<file path="src/rtl/core/tknh_pkg.sv">
`timescale 1ns / 1ps
`default_nettype none

package tknh_pkg;

  // fixed field widths
  localparam int unsigned DIST_W = 32;
  localparam int unsigned IDX_W  = 24;
  localparam int unsigned K_W    = 6;

  // reset value of the k register
  localparam logic [K_W-1:0] K_RESET = K_W'(32);

  // request kinds
  localparam logic KIND_CAND   = 1'b0;
  localparam logic KIND_FINISH = 1'b1;

  // one heap entry
  typedef struct packed {
    logic [DIST_W-1:0] distance;
    logic [IDX_W-1:0]  idx;
  } entry_t;

endpackage

`default_nettype wire

</file>
<file path="src/rtl/core/tknh_heap_mem.sv">
`timescale 1ns / 1ps
`default_nettype none

module tknh_heap_mem #(
  parameter int unsigned DEPTH = 32,
  parameter int unsigned AW    = 5
) (
  input  wire logic            clk,
  input  wire logic            we,
  input  wire logic [AW-1:0]   waddr,
  input  wire tknh_pkg::entry_t wdata,
  input  wire logic [AW-1:0]   raddr_a,
  input  wire logic [AW-1:0]   raddr_b,
  output tknh_pkg::entry_t     rdata_a,
  output tknh_pkg::entry_t     rdata_b
);
  import tknh_pkg::*;

  entry_t mem_r [DEPTH];
  entry_t rdata_a_r;
  entry_t rdata_b_r;

  // one write port, two registered read ports
  always_ff @(posedge clk) begin
    if (we) begin
      mem_r[waddr] <= wdata;
    end
    rdata_a_r <= mem_r[raddr_a];
    rdata_b_r <= mem_r[raddr_b];
  end

  assign rdata_a = rdata_a_r;
  assign rdata_b = rdata_b_r;

endmodule

`default_nettype wire

</file>
<file path="src/rtl/core/tknh_seq.sv">
`timescale 1ns / 1ps
`default_nettype none

module tknh_seq #(
  parameter int unsigned MAX_K = 32,
  parameter int unsigned AW    = 5,
  parameter int unsigned CW    = 6
) (
  input  wire logic                      clk,
  input  wire logic                      rst_n,
  input  wire logic [tknh_pkg::K_W-1:0]  k_in_use,
  // request side
  input  wire logic                      in_valid,
  output logic                           in_ready,
  input  wire logic                      in_kind,
  input  wire logic [tknh_pkg::DIST_W-1:0] in_distance,
  input  wire logic [tknh_pkg::IDX_W-1:0]  in_index,
  // result side
  output logic                           out_valid,
  input  wire logic                      out_ready,
  output logic [tknh_pkg::DIST_W-1:0]    out_distance_out,
  output logic [tknh_pkg::IDX_W-1:0]     out_index_out,
  output logic                           out_empty_res,
  output logic                           out_last,
  // heap memory
  output logic                           mem_we,
  output logic [AW-1:0]                  mem_waddr,
  output tknh_pkg::entry_t               mem_wdata,
  output logic [AW-1:0]                  mem_raddr_a,
  output logic [AW-1:0]                  mem_raddr_b,
  input  wire tknh_pkg::entry_t          mem_rdata_a,
  input  wire tknh_pkg::entry_t          mem_rdata_b
);
  import tknh_pkg::*;

  localparam int unsigned LW = AW + 2;
  localparam int unsigned KXW = (K_W > CW ? K_W : CW) + 1;

  localparam logic [2:0] S_IDLE    = 3'd0;
  localparam logic [2:0] S_UP_RD   = 3'd1;
  localparam logic [2:0] S_UP_CMP  = 3'd2;
  localparam logic [2:0] S_DN_RD   = 3'd3;
  localparam logic [2:0] S_DN_CMP  = 3'd4;
  localparam logic [2:0] S_DR_EMIT = 3'd5;
  localparam logic [2:0] S_DR_LOAD = 3'd6;

  logic [2:0]    state_r, state_nxt;
  logic [CW-1:0] fill_r, fill_nxt;
  logic [AW-1:0] pos_r, pos_nxt;
  logic          drain_r, drain_nxt;
  entry_t        cur_r, cur_nxt;
  entry_t        root_r, root_nxt;
  logic          out_valid_r, out_valid_nxt;
  entry_t        out_ent_r, out_ent_nxt;
  logic          out_empty_r, out_empty_nxt;
  logic          out_last_r, out_last_nxt;

  logic [KXW-1:0] k_eff;
  logic [KXW-1:0] fill_x;
  logic [LW-1:0]  pos_x, lc_x, rc_x, fill_l;
  logic [AW-1:0]  parent;
  logic           out_free;
  logic           right_pick;
  entry_t         child;
  logic [AW-1:0]  child_addr;
  logic [DIST_W-1:0] cmp_a, cmp_b;
  logic           cmp_gt;

  // k of zero counts as one, above MAX_K clamps
  always_comb begin
    if (k_in_use == '0) begin
      k_eff = KXW'(1);
    end else if (KXW'(k_in_use) > KXW'(MAX_K)) begin
      k_eff = KXW'(MAX_K);
    end else begin
      k_eff = KXW'(k_in_use);
    end
  end

  // heap index arithmetic, 0-based slots
  assign fill_x = KXW'(fill_r);
  assign fill_l = LW'(fill_r);
  assign pos_x  = LW'(pos_r);
  assign lc_x   = (pos_x << 1) + LW'(1);
  assign rc_x   = lc_x + LW'(1);
  assign parent = AW'((pos_x - LW'(1)) >> 1);
  assign out_free = !out_valid_r || out_ready;

  // sift-down child pick: right only when strictly larger
  assign right_pick = (rc_x < fill_l) && (mem_rdata_b.distance > mem_rdata_a.distance);
  assign child      = right_pick ? mem_rdata_b : mem_rdata_a;
  assign child_addr = right_pick ? AW'(rc_x) : AW'(lc_x);

  // the one shared magnitude comparator
  always_comb begin
    cmp_a = cur_r.distance;
    cmp_b = root_r.distance;
    unique case (state_r)
      S_IDLE:   begin
        // root above the candidate means the candidate is kept
        cmp_a = root_r.distance;
        cmp_b = in_distance;
      end
      S_UP_CMP: cmp_b = mem_rdata_a.distance;
      S_DN_CMP: cmp_b = child.distance;
      default:  cmp_b = root_r.distance;
    endcase
  end
  assign cmp_gt = cmp_a > cmp_b;

  // sequencer
  always_comb begin
    state_nxt     = state_r;
    fill_nxt      = fill_r;
    pos_nxt       = pos_r;
    drain_nxt     = drain_r;
    cur_nxt       = cur_r;
    out_valid_nxt = out_valid_r && !out_ready;
    out_ent_nxt   = out_ent_r;
    out_empty_nxt = out_empty_r;
    out_last_nxt  = out_last_r;
    in_ready      = 1'b0;
    mem_we        = 1'b0;
    mem_waddr     = pos_r;
    mem_wdata     = cur_r;
    mem_raddr_a   = parent;
    mem_raddr_b   = AW'(rc_x);

    unique case (state_r)
      S_IDLE: begin
        in_ready = 1'b1;
        if (in_valid) begin
          if (in_kind == KIND_FINISH) begin
            state_nxt = S_DR_EMIT;
          end else if (fill_r == '0 || cmp_gt) begin
            cur_nxt   = '{distance: in_distance, idx: in_index};
            drain_nxt = 1'b0;
            if (fill_x < k_eff) begin
              pos_nxt   = AW'(fill_r);
              fill_nxt  = fill_r + CW'(1);
              state_nxt = S_UP_RD;
            end else begin
              pos_nxt   = '0;
              state_nxt = S_DN_RD;
            end
          end
        end
      end

      S_UP_RD: begin
        if (pos_r == '0) begin
          mem_we    = 1'b1;
          state_nxt = S_IDLE;
        end else begin
          state_nxt = S_UP_CMP;
        end
      end

      S_UP_CMP: begin
        mem_we = 1'b1;
        if (cmp_gt) begin
          mem_wdata = mem_rdata_a;
          pos_nxt   = parent;
          state_nxt = S_UP_RD;
        end else begin
          state_nxt = S_IDLE;
        end
      end

      S_DN_RD: begin
        mem_raddr_a = AW'(lc_x);
        if (lc_x >= fill_l) begin
          mem_we    = 1'b1;
          state_nxt = drain_r ? S_DR_EMIT : S_IDLE;
        end else begin
          state_nxt = S_DN_CMP;
        end
      end

      S_DN_CMP: begin
        mem_we = 1'b1;
        if (cmp_gt) begin
          state_nxt = drain_r ? S_DR_EMIT : S_IDLE;
        end else begin
          mem_wdata = child;
          pos_nxt   = child_addr;
          state_nxt = S_DN_RD;
        end
      end

      S_DR_EMIT: begin
        mem_raddr_a = AW'(fill_r - CW'(1));
        if (out_free) begin
          out_valid_nxt = 1'b1;
          if (fill_r == '0) begin
            out_ent_nxt   = '0;
            out_empty_nxt = 1'b1;
            out_last_nxt  = 1'b1;
            state_nxt     = S_IDLE;
          end else begin
            out_ent_nxt   = root_r;
            out_empty_nxt = 1'b0;
            out_last_nxt  = (fill_r == CW'(1));
            fill_nxt      = fill_r - CW'(1);
            drain_nxt     = 1'b1;
            state_nxt     = S_DR_LOAD;
          end
        end
      end

      S_DR_LOAD: begin
        cur_nxt = mem_rdata_a;
        pos_nxt = '0;
        if (fill_r == '0) begin
          drain_nxt = 1'b0;
          state_nxt = S_IDLE;
        end else begin
          state_nxt = S_DN_RD;
        end
      end

      default: state_nxt = S_IDLE;
    endcase
  end

  // root shadow follows every write to slot zero
  always_comb begin
    root_nxt = root_r;
    if (mem_we && mem_waddr == '0) begin
      root_nxt = mem_wdata;
    end
  end

  // control registers
  always_ff @(posedge clk) begin
    if (!rst_n) begin
      state_r     <= S_IDLE;
      fill_r      <= '0;
      drain_r     <= 1'b0;
      out_valid_r <= 1'b0;
    end else begin
      state_r     <= state_nxt;
      fill_r      <= fill_nxt;
      drain_r     <= drain_nxt;
      out_valid_r <= out_valid_nxt;
    end
  end

  // payload registers
  always_ff @(posedge clk) begin
    pos_r       <= pos_nxt;
    cur_r       <= cur_nxt;
    root_r      <= root_nxt;
    out_ent_r   <= out_ent_nxt;
    out_empty_r <= out_empty_nxt;
    out_last_r  <= out_last_nxt;
  end

  assign out_valid        = out_valid_r;
  assign out_distance_out = out_ent_r.distance;
  assign out_index_out    = out_ent_r.idx;
  assign out_empty_res    = out_empty_r;
  assign out_last         = out_last_r;

endmodule

`default_nettype wire

</file>
<file path="src/rtl/core/top_k_nearest_max_heap_unit.sv">
`timescale 1ns / 1ps
`default_nettype none

// Channel | Direction | Handshake           | Payload
// in_     | input     | in_valid/in_ready   | kind, distance, index
// out_    | output    | out_valid/out_ready | distance_out, index_out, empty_res, last
// cfg_    | input     | cfg_we (no wait)    | cfg_wdata = k_in_use
//
// Candidate: accepted in idle (all a rejected one needs), then each heap level
// of sift-up or sift-down takes a read state and a compare state on the shared
// comparator, and a final write closes it.
// Finish: each popped result comes from the root shadow, then the last slot is
// loaded and sifted down from the root; an empty heap gives one empty result.
// rst_n is synchronous; it empties the heap and sets k to 32.
// A stalled out_ready holds the drain; in_ready is low while a request works.

module top_k_nearest_max_heap_unit #(
  parameter int unsigned MAX_K = 32
) (
  input  wire logic                          clk,
  input  wire logic                          rst_n,
  input  wire logic                          in_valid,
  output logic                               in_ready,
  input  wire logic                          in_kind,
  input  wire logic [tknh_pkg::DIST_W-1:0]   in_distance,
  input  wire logic [tknh_pkg::IDX_W-1:0]    in_index,
  output logic                               out_valid,
  input  wire logic                          out_ready,
  output logic [tknh_pkg::DIST_W-1:0]        out_distance_out,
  output logic [tknh_pkg::IDX_W-1:0]         out_index_out,
  output logic                               out_empty_res,
  output logic                               out_last,
  input  wire logic                          cfg_we,
  input  wire logic [tknh_pkg::K_W-1:0]      cfg_wdata
);
  import tknh_pkg::*;

  localparam int unsigned AW = (MAX_K > 1) ? $clog2(MAX_K) : 1;
  localparam int unsigned CW = $clog2(MAX_K + 1);

  logic [K_W-1:0] k_r;
  logic           mem_we;
  logic [AW-1:0]  mem_waddr, mem_raddr_a, mem_raddr_b;
  entry_t         mem_wdata, mem_rdata_a, mem_rdata_b;

  // k register
  always_ff @(posedge clk) begin
    if (!rst_n) begin
      k_r <= K_RESET;
    end else if (cfg_we) begin
      k_r <= cfg_wdata;
    end
  end

  tknh_seq #(
    .MAX_K (MAX_K),
    .AW    (AW),
    .CW    (CW)
  ) u_seq (
    .clk              (clk),
    .rst_n            (rst_n),
    .k_in_use         (k_r),
    .in_valid         (in_valid),
    .in_ready         (in_ready),
    .in_kind          (in_kind),
    .in_distance      (in_distance),
    .in_index         (in_index),
    .out_valid        (out_valid),
    .out_ready        (out_ready),
    .out_distance_out (out_distance_out),
    .out_index_out    (out_index_out),
    .out_empty_res    (out_empty_res),
    .out_last         (out_last),
    .mem_we           (mem_we),
    .mem_waddr        (mem_waddr),
    .mem_wdata        (mem_wdata),
    .mem_raddr_a      (mem_raddr_a),
    .mem_raddr_b      (mem_raddr_b),
    .mem_rdata_a      (mem_rdata_a),
    .mem_rdata_b      (mem_rdata_b)
  );

  tknh_heap_mem #(
    .DEPTH (MAX_K),
    .AW    (AW)
  ) u_mem (
    .clk     (clk),
    .we      (mem_we),
    .waddr   (mem_waddr),
    .wdata   (mem_wdata),
    .raddr_a (mem_raddr_a),
    .raddr_b (mem_raddr_b),
    .rdata_a (mem_rdata_a),
    .rdata_b (mem_rdata_b)
  );

endmodule

`default_nettype wire

</file>
<file path="config.mk">
export PLATFORM = sky130hd
export DESIGN_NAME = top_k_nearest_max_heap_unit
export DESIGN_NICKNAME = d
export VERILOG_FILES = /design/src/rtl/core/tknh_pkg.sv /design/src/rtl/core/tknh_heap_mem.sv /design/src/rtl/core/tknh_seq.sv /design/src/rtl/core/top_k_nearest_max_heap_unit.sv
export SDC_FILE = /design/constraint.sdc
export NUM_CORES = 2
export LEC_CHECK = 0
export ABC_AREA = 1
export CORE_MARGIN = 5
export CORE_UTILIZATION = 30
export CTS_CLUSTER_DIAMETER = 120
export CTS_CLUSTER_SIZE = 30
export DETAILED_ROUTE_END_ITERATION = 8
export DONT_BUFFER_PORTS = 1
export SYNTH_ARGS = -nofsm -noshare
export SYNTH_HDL_FRONTEND = slang
export SYNTH_SLANG_ARGS = --single-unit
</file>
<file path="constraint.sdc">
create_clock -name clk -period 7.85 [get_ports clk]
set_input_delay 1.57 -clock clk [delete_from_list [all_inputs] [get_ports clk]]
set_output_delay 1.57 -clock clk [all_outputs]
set_load 0.03 [all_outputs]
</file>
==> summary by stage <==
Route
The detailed router's first-iteration violation count is 10.9k. The number of iterations in the first detailed-routing pass is 9. After detailed routing, the total wire length is 340,000 microns. In the routed design, unresolved DRC markers number 0.

The detail route stage leaves a number of antenna-violating nets equal to 0. The detail-routed net length per standard cell is 26.9 microns. The total via count after detailed routing is 71.8k. The via count normalized by instance count is 5.68.

Timing
On the final layout, the worst clock skew is 75.3 ps. Setup violations remaining at the end of the flow were counted as 0. Setup repair after global routing left no endpoint under its margin.

Dividing the final minimum period by the clock period gives 96.3%. The setup TNS after final layout is 0 ps. The count of final hold-check violations is 0. At the pin with the least slew margin, the transition time is 1240 ps. The relative slew slack is 17.2%.

For this run, the top clock speed supported by timing is 0.132 GHz. The routed design could run at a clock period as short as 7560 ps. The max-slew violation count is 0.

Logic synthesis
Synthesis produced a netlist with a net count of 8,894. The largest area contributor in the synthesized netlist is sky130_fd_sc_hd__edfxtp_1. The number of synthesized register bits is 2,096. After synthesis, the netlist uses 48 different library cells. Ranked by total cell area, the synthesized netlist is headed by sky130_fd_sc_hd__edfxtp_1, sky130_fd_sc_hd__o211ai_1, sky130_fd_sc_hd__nand2_1. Yosys instantiated no cell more often than sky130_fd_sc_hd__edfxtp_1. The share of synthesized flip-flops with an asynchronous set or reset is 0%. A synthesized cell averages 10.9 sq um. The synthesized area is 95,400 sq um.

Of the synthesized area, sequential elements account for 64.7%. Among all flip-flop cells after synthesis, the most frequent one is sky130_fd_sc_hd__edfxtp_1. Synthesis produced 8,740 cells. The Yosys step of the flow raised 0 warnings. Ranked by instance count, the synthesized netlist is headed by sky130_fd_sc_hd__edfxtp_1, sky130_fd_sc_hd__nand2_1, sky130_fd_sc_hd__o211ai_1. The top cell type by area accounts for 61.9% of the synthesized area.

The count of flip-flops with a built-in enable after synthesis is 1,967.

Floorplanning
The effective utilization at floorplan is 30.1%. The region available for standard cell placement spans 317,000 sq um. 128 I/O pins were placed. The die covers 329,000 sq um.

The floorplan step set the die height to 574 microns. The number of placement rows is 207. The chip width is 574 microns.

CTS
TritonCTS built the clock tree. Buffers inserted to repair hold after CTS numbered 0. The tree built by TritonCTS fans out to 2,096 sinks.

The insertion delay to the later sink of the worst-skew pair is 800 ps. The H-tree was split into 3 levels. The clock transition at the registers of the reported paths is 130 ps. Clock tree synthesis selected as its root buffer the cell sky130_fd_sc_hd__clkbuf_16.

In this run, CTS created clock tree buffers numbering 80. Counting along the longest clock path gives a buffer depth of 3. The post-CTS resize count is 0. The total setup buffers inserted after CTS is 0.

Global route
The overall fraction of global-route tracks in use is 19.7%. Entering global routing, the biggest net connects 253 pins. The number of antenna violations at the first check in global routing is 25. Global routing finished with a remaining overflow of 0. The wire length of the first global-routing pass is 481,000 microns.

The via count of the first global-routing pass was 66.7k.

Critical path
For this run, the slowest stage of the critical path takes 780 ps. Data on the critical path arrives at its endpoint at 8060 ps. The critical path is of the reg -> reg type.

The end of the worst register-to-register path is u_mem.mem_r[8][5]. The startpoint identified for the worst register-to-register timing path is u_seq.mem_waddr[0]. Measured in cells, the most critical reg-to-reg path has a length of 27. The nature of the critical path endpoint is a flip-flop. STA classifies the critical path startpoint as a flip-flop. The setup check on the worst reg-to-reg path leaves a slack of 290 ps. The slowest stage of the critical path belongs to the cell sky130_fd_sc_hd__nand3_1. The peak fanout along the critical path is 39. The endpoint required time on the critical path is 8340 ps. The sum of buffers and inverters on the critical path is 6. Following the worst setup path forward leads to its endpoint at u_mem.mem_r[8][5]. The cell type group with the largest total delay on the critical path is simple AND/OR/NAND/NOR gates.

Tracing the worst setup path back leads to its startpoint at u_seq.mem_waddr[0]. The path length in cells of the critical path is 27.

Layout
Cells with a size suffix above 1 make up 7.06% of the layout. The layout overhead on the synthesized area is 7.23%. The post-layout net count is 8,532. Once layout is complete, the cells apart from fillers number 12.6k.

Run status
The run finished with clean final reports.

Placed design
The instance count after placement with tap cells included is 12.5k. Routability-driven placement finished with a final weighted congestion of 0.913. The number of port buffers is 0. After legalization and detailed placement, the total HPWL measured 175,000 microns.

Hold path
The type of the worst min-delay path is reg -> reg.

Run
The max-cap violation count is 0.
==> worst min-delay path by stage <==
| stage | startpoint | end | depth (start not counted) |
|---|---|---|---|
| final | k_r[4] | k_r[4] | 2 |
| after global routing | k_r[4] | k_r[4] | 2 |
| after CTS | k_r[0] | k_r[0] | 2 |
| after detailed placement | k_r[4] | k_r[4] | 2 |
| after global placement | k_r[0] | k_r[0] | 2 |
| after floorplan | k_r[0] | k_r[0] | 2 |
==> layout make-up <==
cell class,instances,area (sq um)
sequential,2096,61600
clock buffer,138,2280
clock inverter,5,65.1
fill,31412,215000
inverter,694,2670
antenna,12,30.0
tap,4180,5230
timing repair buffer,202,1790
multi-input combinational,5304,28500
==> per-stage QoR <==
step           util, %  worst slack [ps]  hold WS, ps  instance area (sq um)
3_3_place_gp      31.5               549          472                  99900
3_5_place_dp      31.5               528          478                  99900
2_1_floorplan        -               669          444                  95400
6_report          32.2               289          499                 102000
4_1_cts           32.2               466          496                 102000
5_1_grt           32.2               175          525                 102000
==> layout by cell type (no fill, tap or decap), types with 5 or more instances in the layout <==
cell / Yosys / routed
sky130_fd_sc_hd__edfxtp_1: 1967 / 1967
sky130_fd_sc_hd__nand2_1: 1278 / 1276
sky130_fd_sc_hd__o211ai_1: 920 / 920
sky130_fd_sc_hd__nand3_1: 891 / 891
sky130_fd_sc_hd__o21ai_0: 757 / 757
sky130_fd_sc_hd__inv_1: 678 / 675
sky130_fd_sc_hd__a21oi_1: 506 / 500
sky130_fd_sc_hd__nor2_1: 351 / 310
sky130_fd_sc_hd__or2_2: 222 / 222
sky130_fd_sc_hd__buf_4: 39 / 180
sky130_fd_sc_hd__dfxtp_1: 129 / 129
sky130_fd_sc_hd__o21ai_1: 127 / 126
sky130_fd_sc_hd__ha_1: 86 / 85
sky130_fd_sc_hd__clkbuf_16: 0 / 83
sky130_fd_sc_hd__clkbuf_1: 359 / 55
sky130_fd_sc_hd__nor2_4: 3 / 43
sky130_fd_sc_hd__or2_1: 39 / 39
sky130_fd_sc_hd__nand4_1: 21 / 21
sky130_fd_sc_hd__nor3b_1: 21 / 21
sky130_fd_sc_hd__buf_12: 0 / 21
sky130_fd_sc_hd__o221ai_1: 20 / 20
sky130_fd_sc_hd__diode_2: 0 / 12
sky130_fd_sc_hd__nor3_1: 11 / 11
sky130_fd_sc_hd__o22ai_1: 9 / 9
sky130_fd_sc_hd__a32o_1: 8 / 8
sky130_fd_sc_hd__inv_2: 11 / 7
sky130_fd_sc_hd__nand2_2: 4 / 5
sky130_fd_sc_hd__a21oi_2: 1 / 5
sky130_fd_sc_hd__xor2_1: 6 / 5
==> state kept, by name, summed over array words and instances, names as in the netlist, 5 cells and up <==
name,count
u_seq.fill_r,6
u_mem.mem_r,1792
u_seq.cur_r,56
u_seq.out_index_out,24
u_seq.root_r,56
k_r,6
u_mem.rdata_b,56
u_mem.rdata_a,56
u_seq.mem_waddr,5
u_seq.out_distance_out,32
==> routing by layer <==
metal  wire length [microns]  GRT usage [%]  part of all wire [%]  up-vias
li1                        -              -                     -    30821
met1                  134000           26.8                    39    35401
met2                  150000           30.4                    44     4669
met3                   41100           4.28                    12      849
met4                   15700           8.28                   4.6       10
met5                      75              0                 0.022        -
==> cell families after synthesis <==
kind of cell	share of synthesized area (%)
flops	64.7
buf+inv	5.84
fa+ha+maj	1.13
simple gates	13.3
compound gates	15.0
xor+xnor	0.0643
==> worst register-to-register path: stages (launching register included) <==
cell                       delay, ps
sky130_fd_sc_hd__edfxtp_1        500
sky130_fd_sc_hd__buf_4           480
sky130_fd_sc_hd__ha_1            320
sky130_fd_sc_hd__nand2_1         100
sky130_fd_sc_hd__inv_1           120
sky130_fd_sc_hd__nor2_4           50
sky130_fd_sc_hd__ha_1            270
sky130_fd_sc_hd__a21oi_1         150
sky130_fd_sc_hd__o21bai_1        120
sky130_fd_sc_hd__a21oi_4         170
sky130_fd_sc_hd__buf_4           500
sky130_fd_sc_hd__nand3_1         270
sky130_fd_sc_hd__a21oi_1         190
sky130_fd_sc_hd__nor3b_1          70
sky130_fd_sc_hd__ha_1            290
sky130_fd_sc_hd__nand2_1          70
sky130_fd_sc_hd__nor2_1          200
sky130_fd_sc_hd__nand3b_1        130
sky130_fd_sc_hd__nor3b_1         550
sky130_fd_sc_hd__nand4_1         300
sky130_fd_sc_hd__nand2_4         430
sky130_fd_sc_hd__inv_1           120
sky130_fd_sc_hd__nand2_1         100
sky130_fd_sc_hd__buf_4           250
sky130_fd_sc_hd__nand3_1         780
sky130_fd_sc_hd__nand2_1         290
sky130_fd_sc_hd__nand3_1         170
sky130_fd_sc_hd__buf_4           260
Power is not shown: default switching activity piles up to over one toggle a cycle in this logic, so the estimate is an artifact.
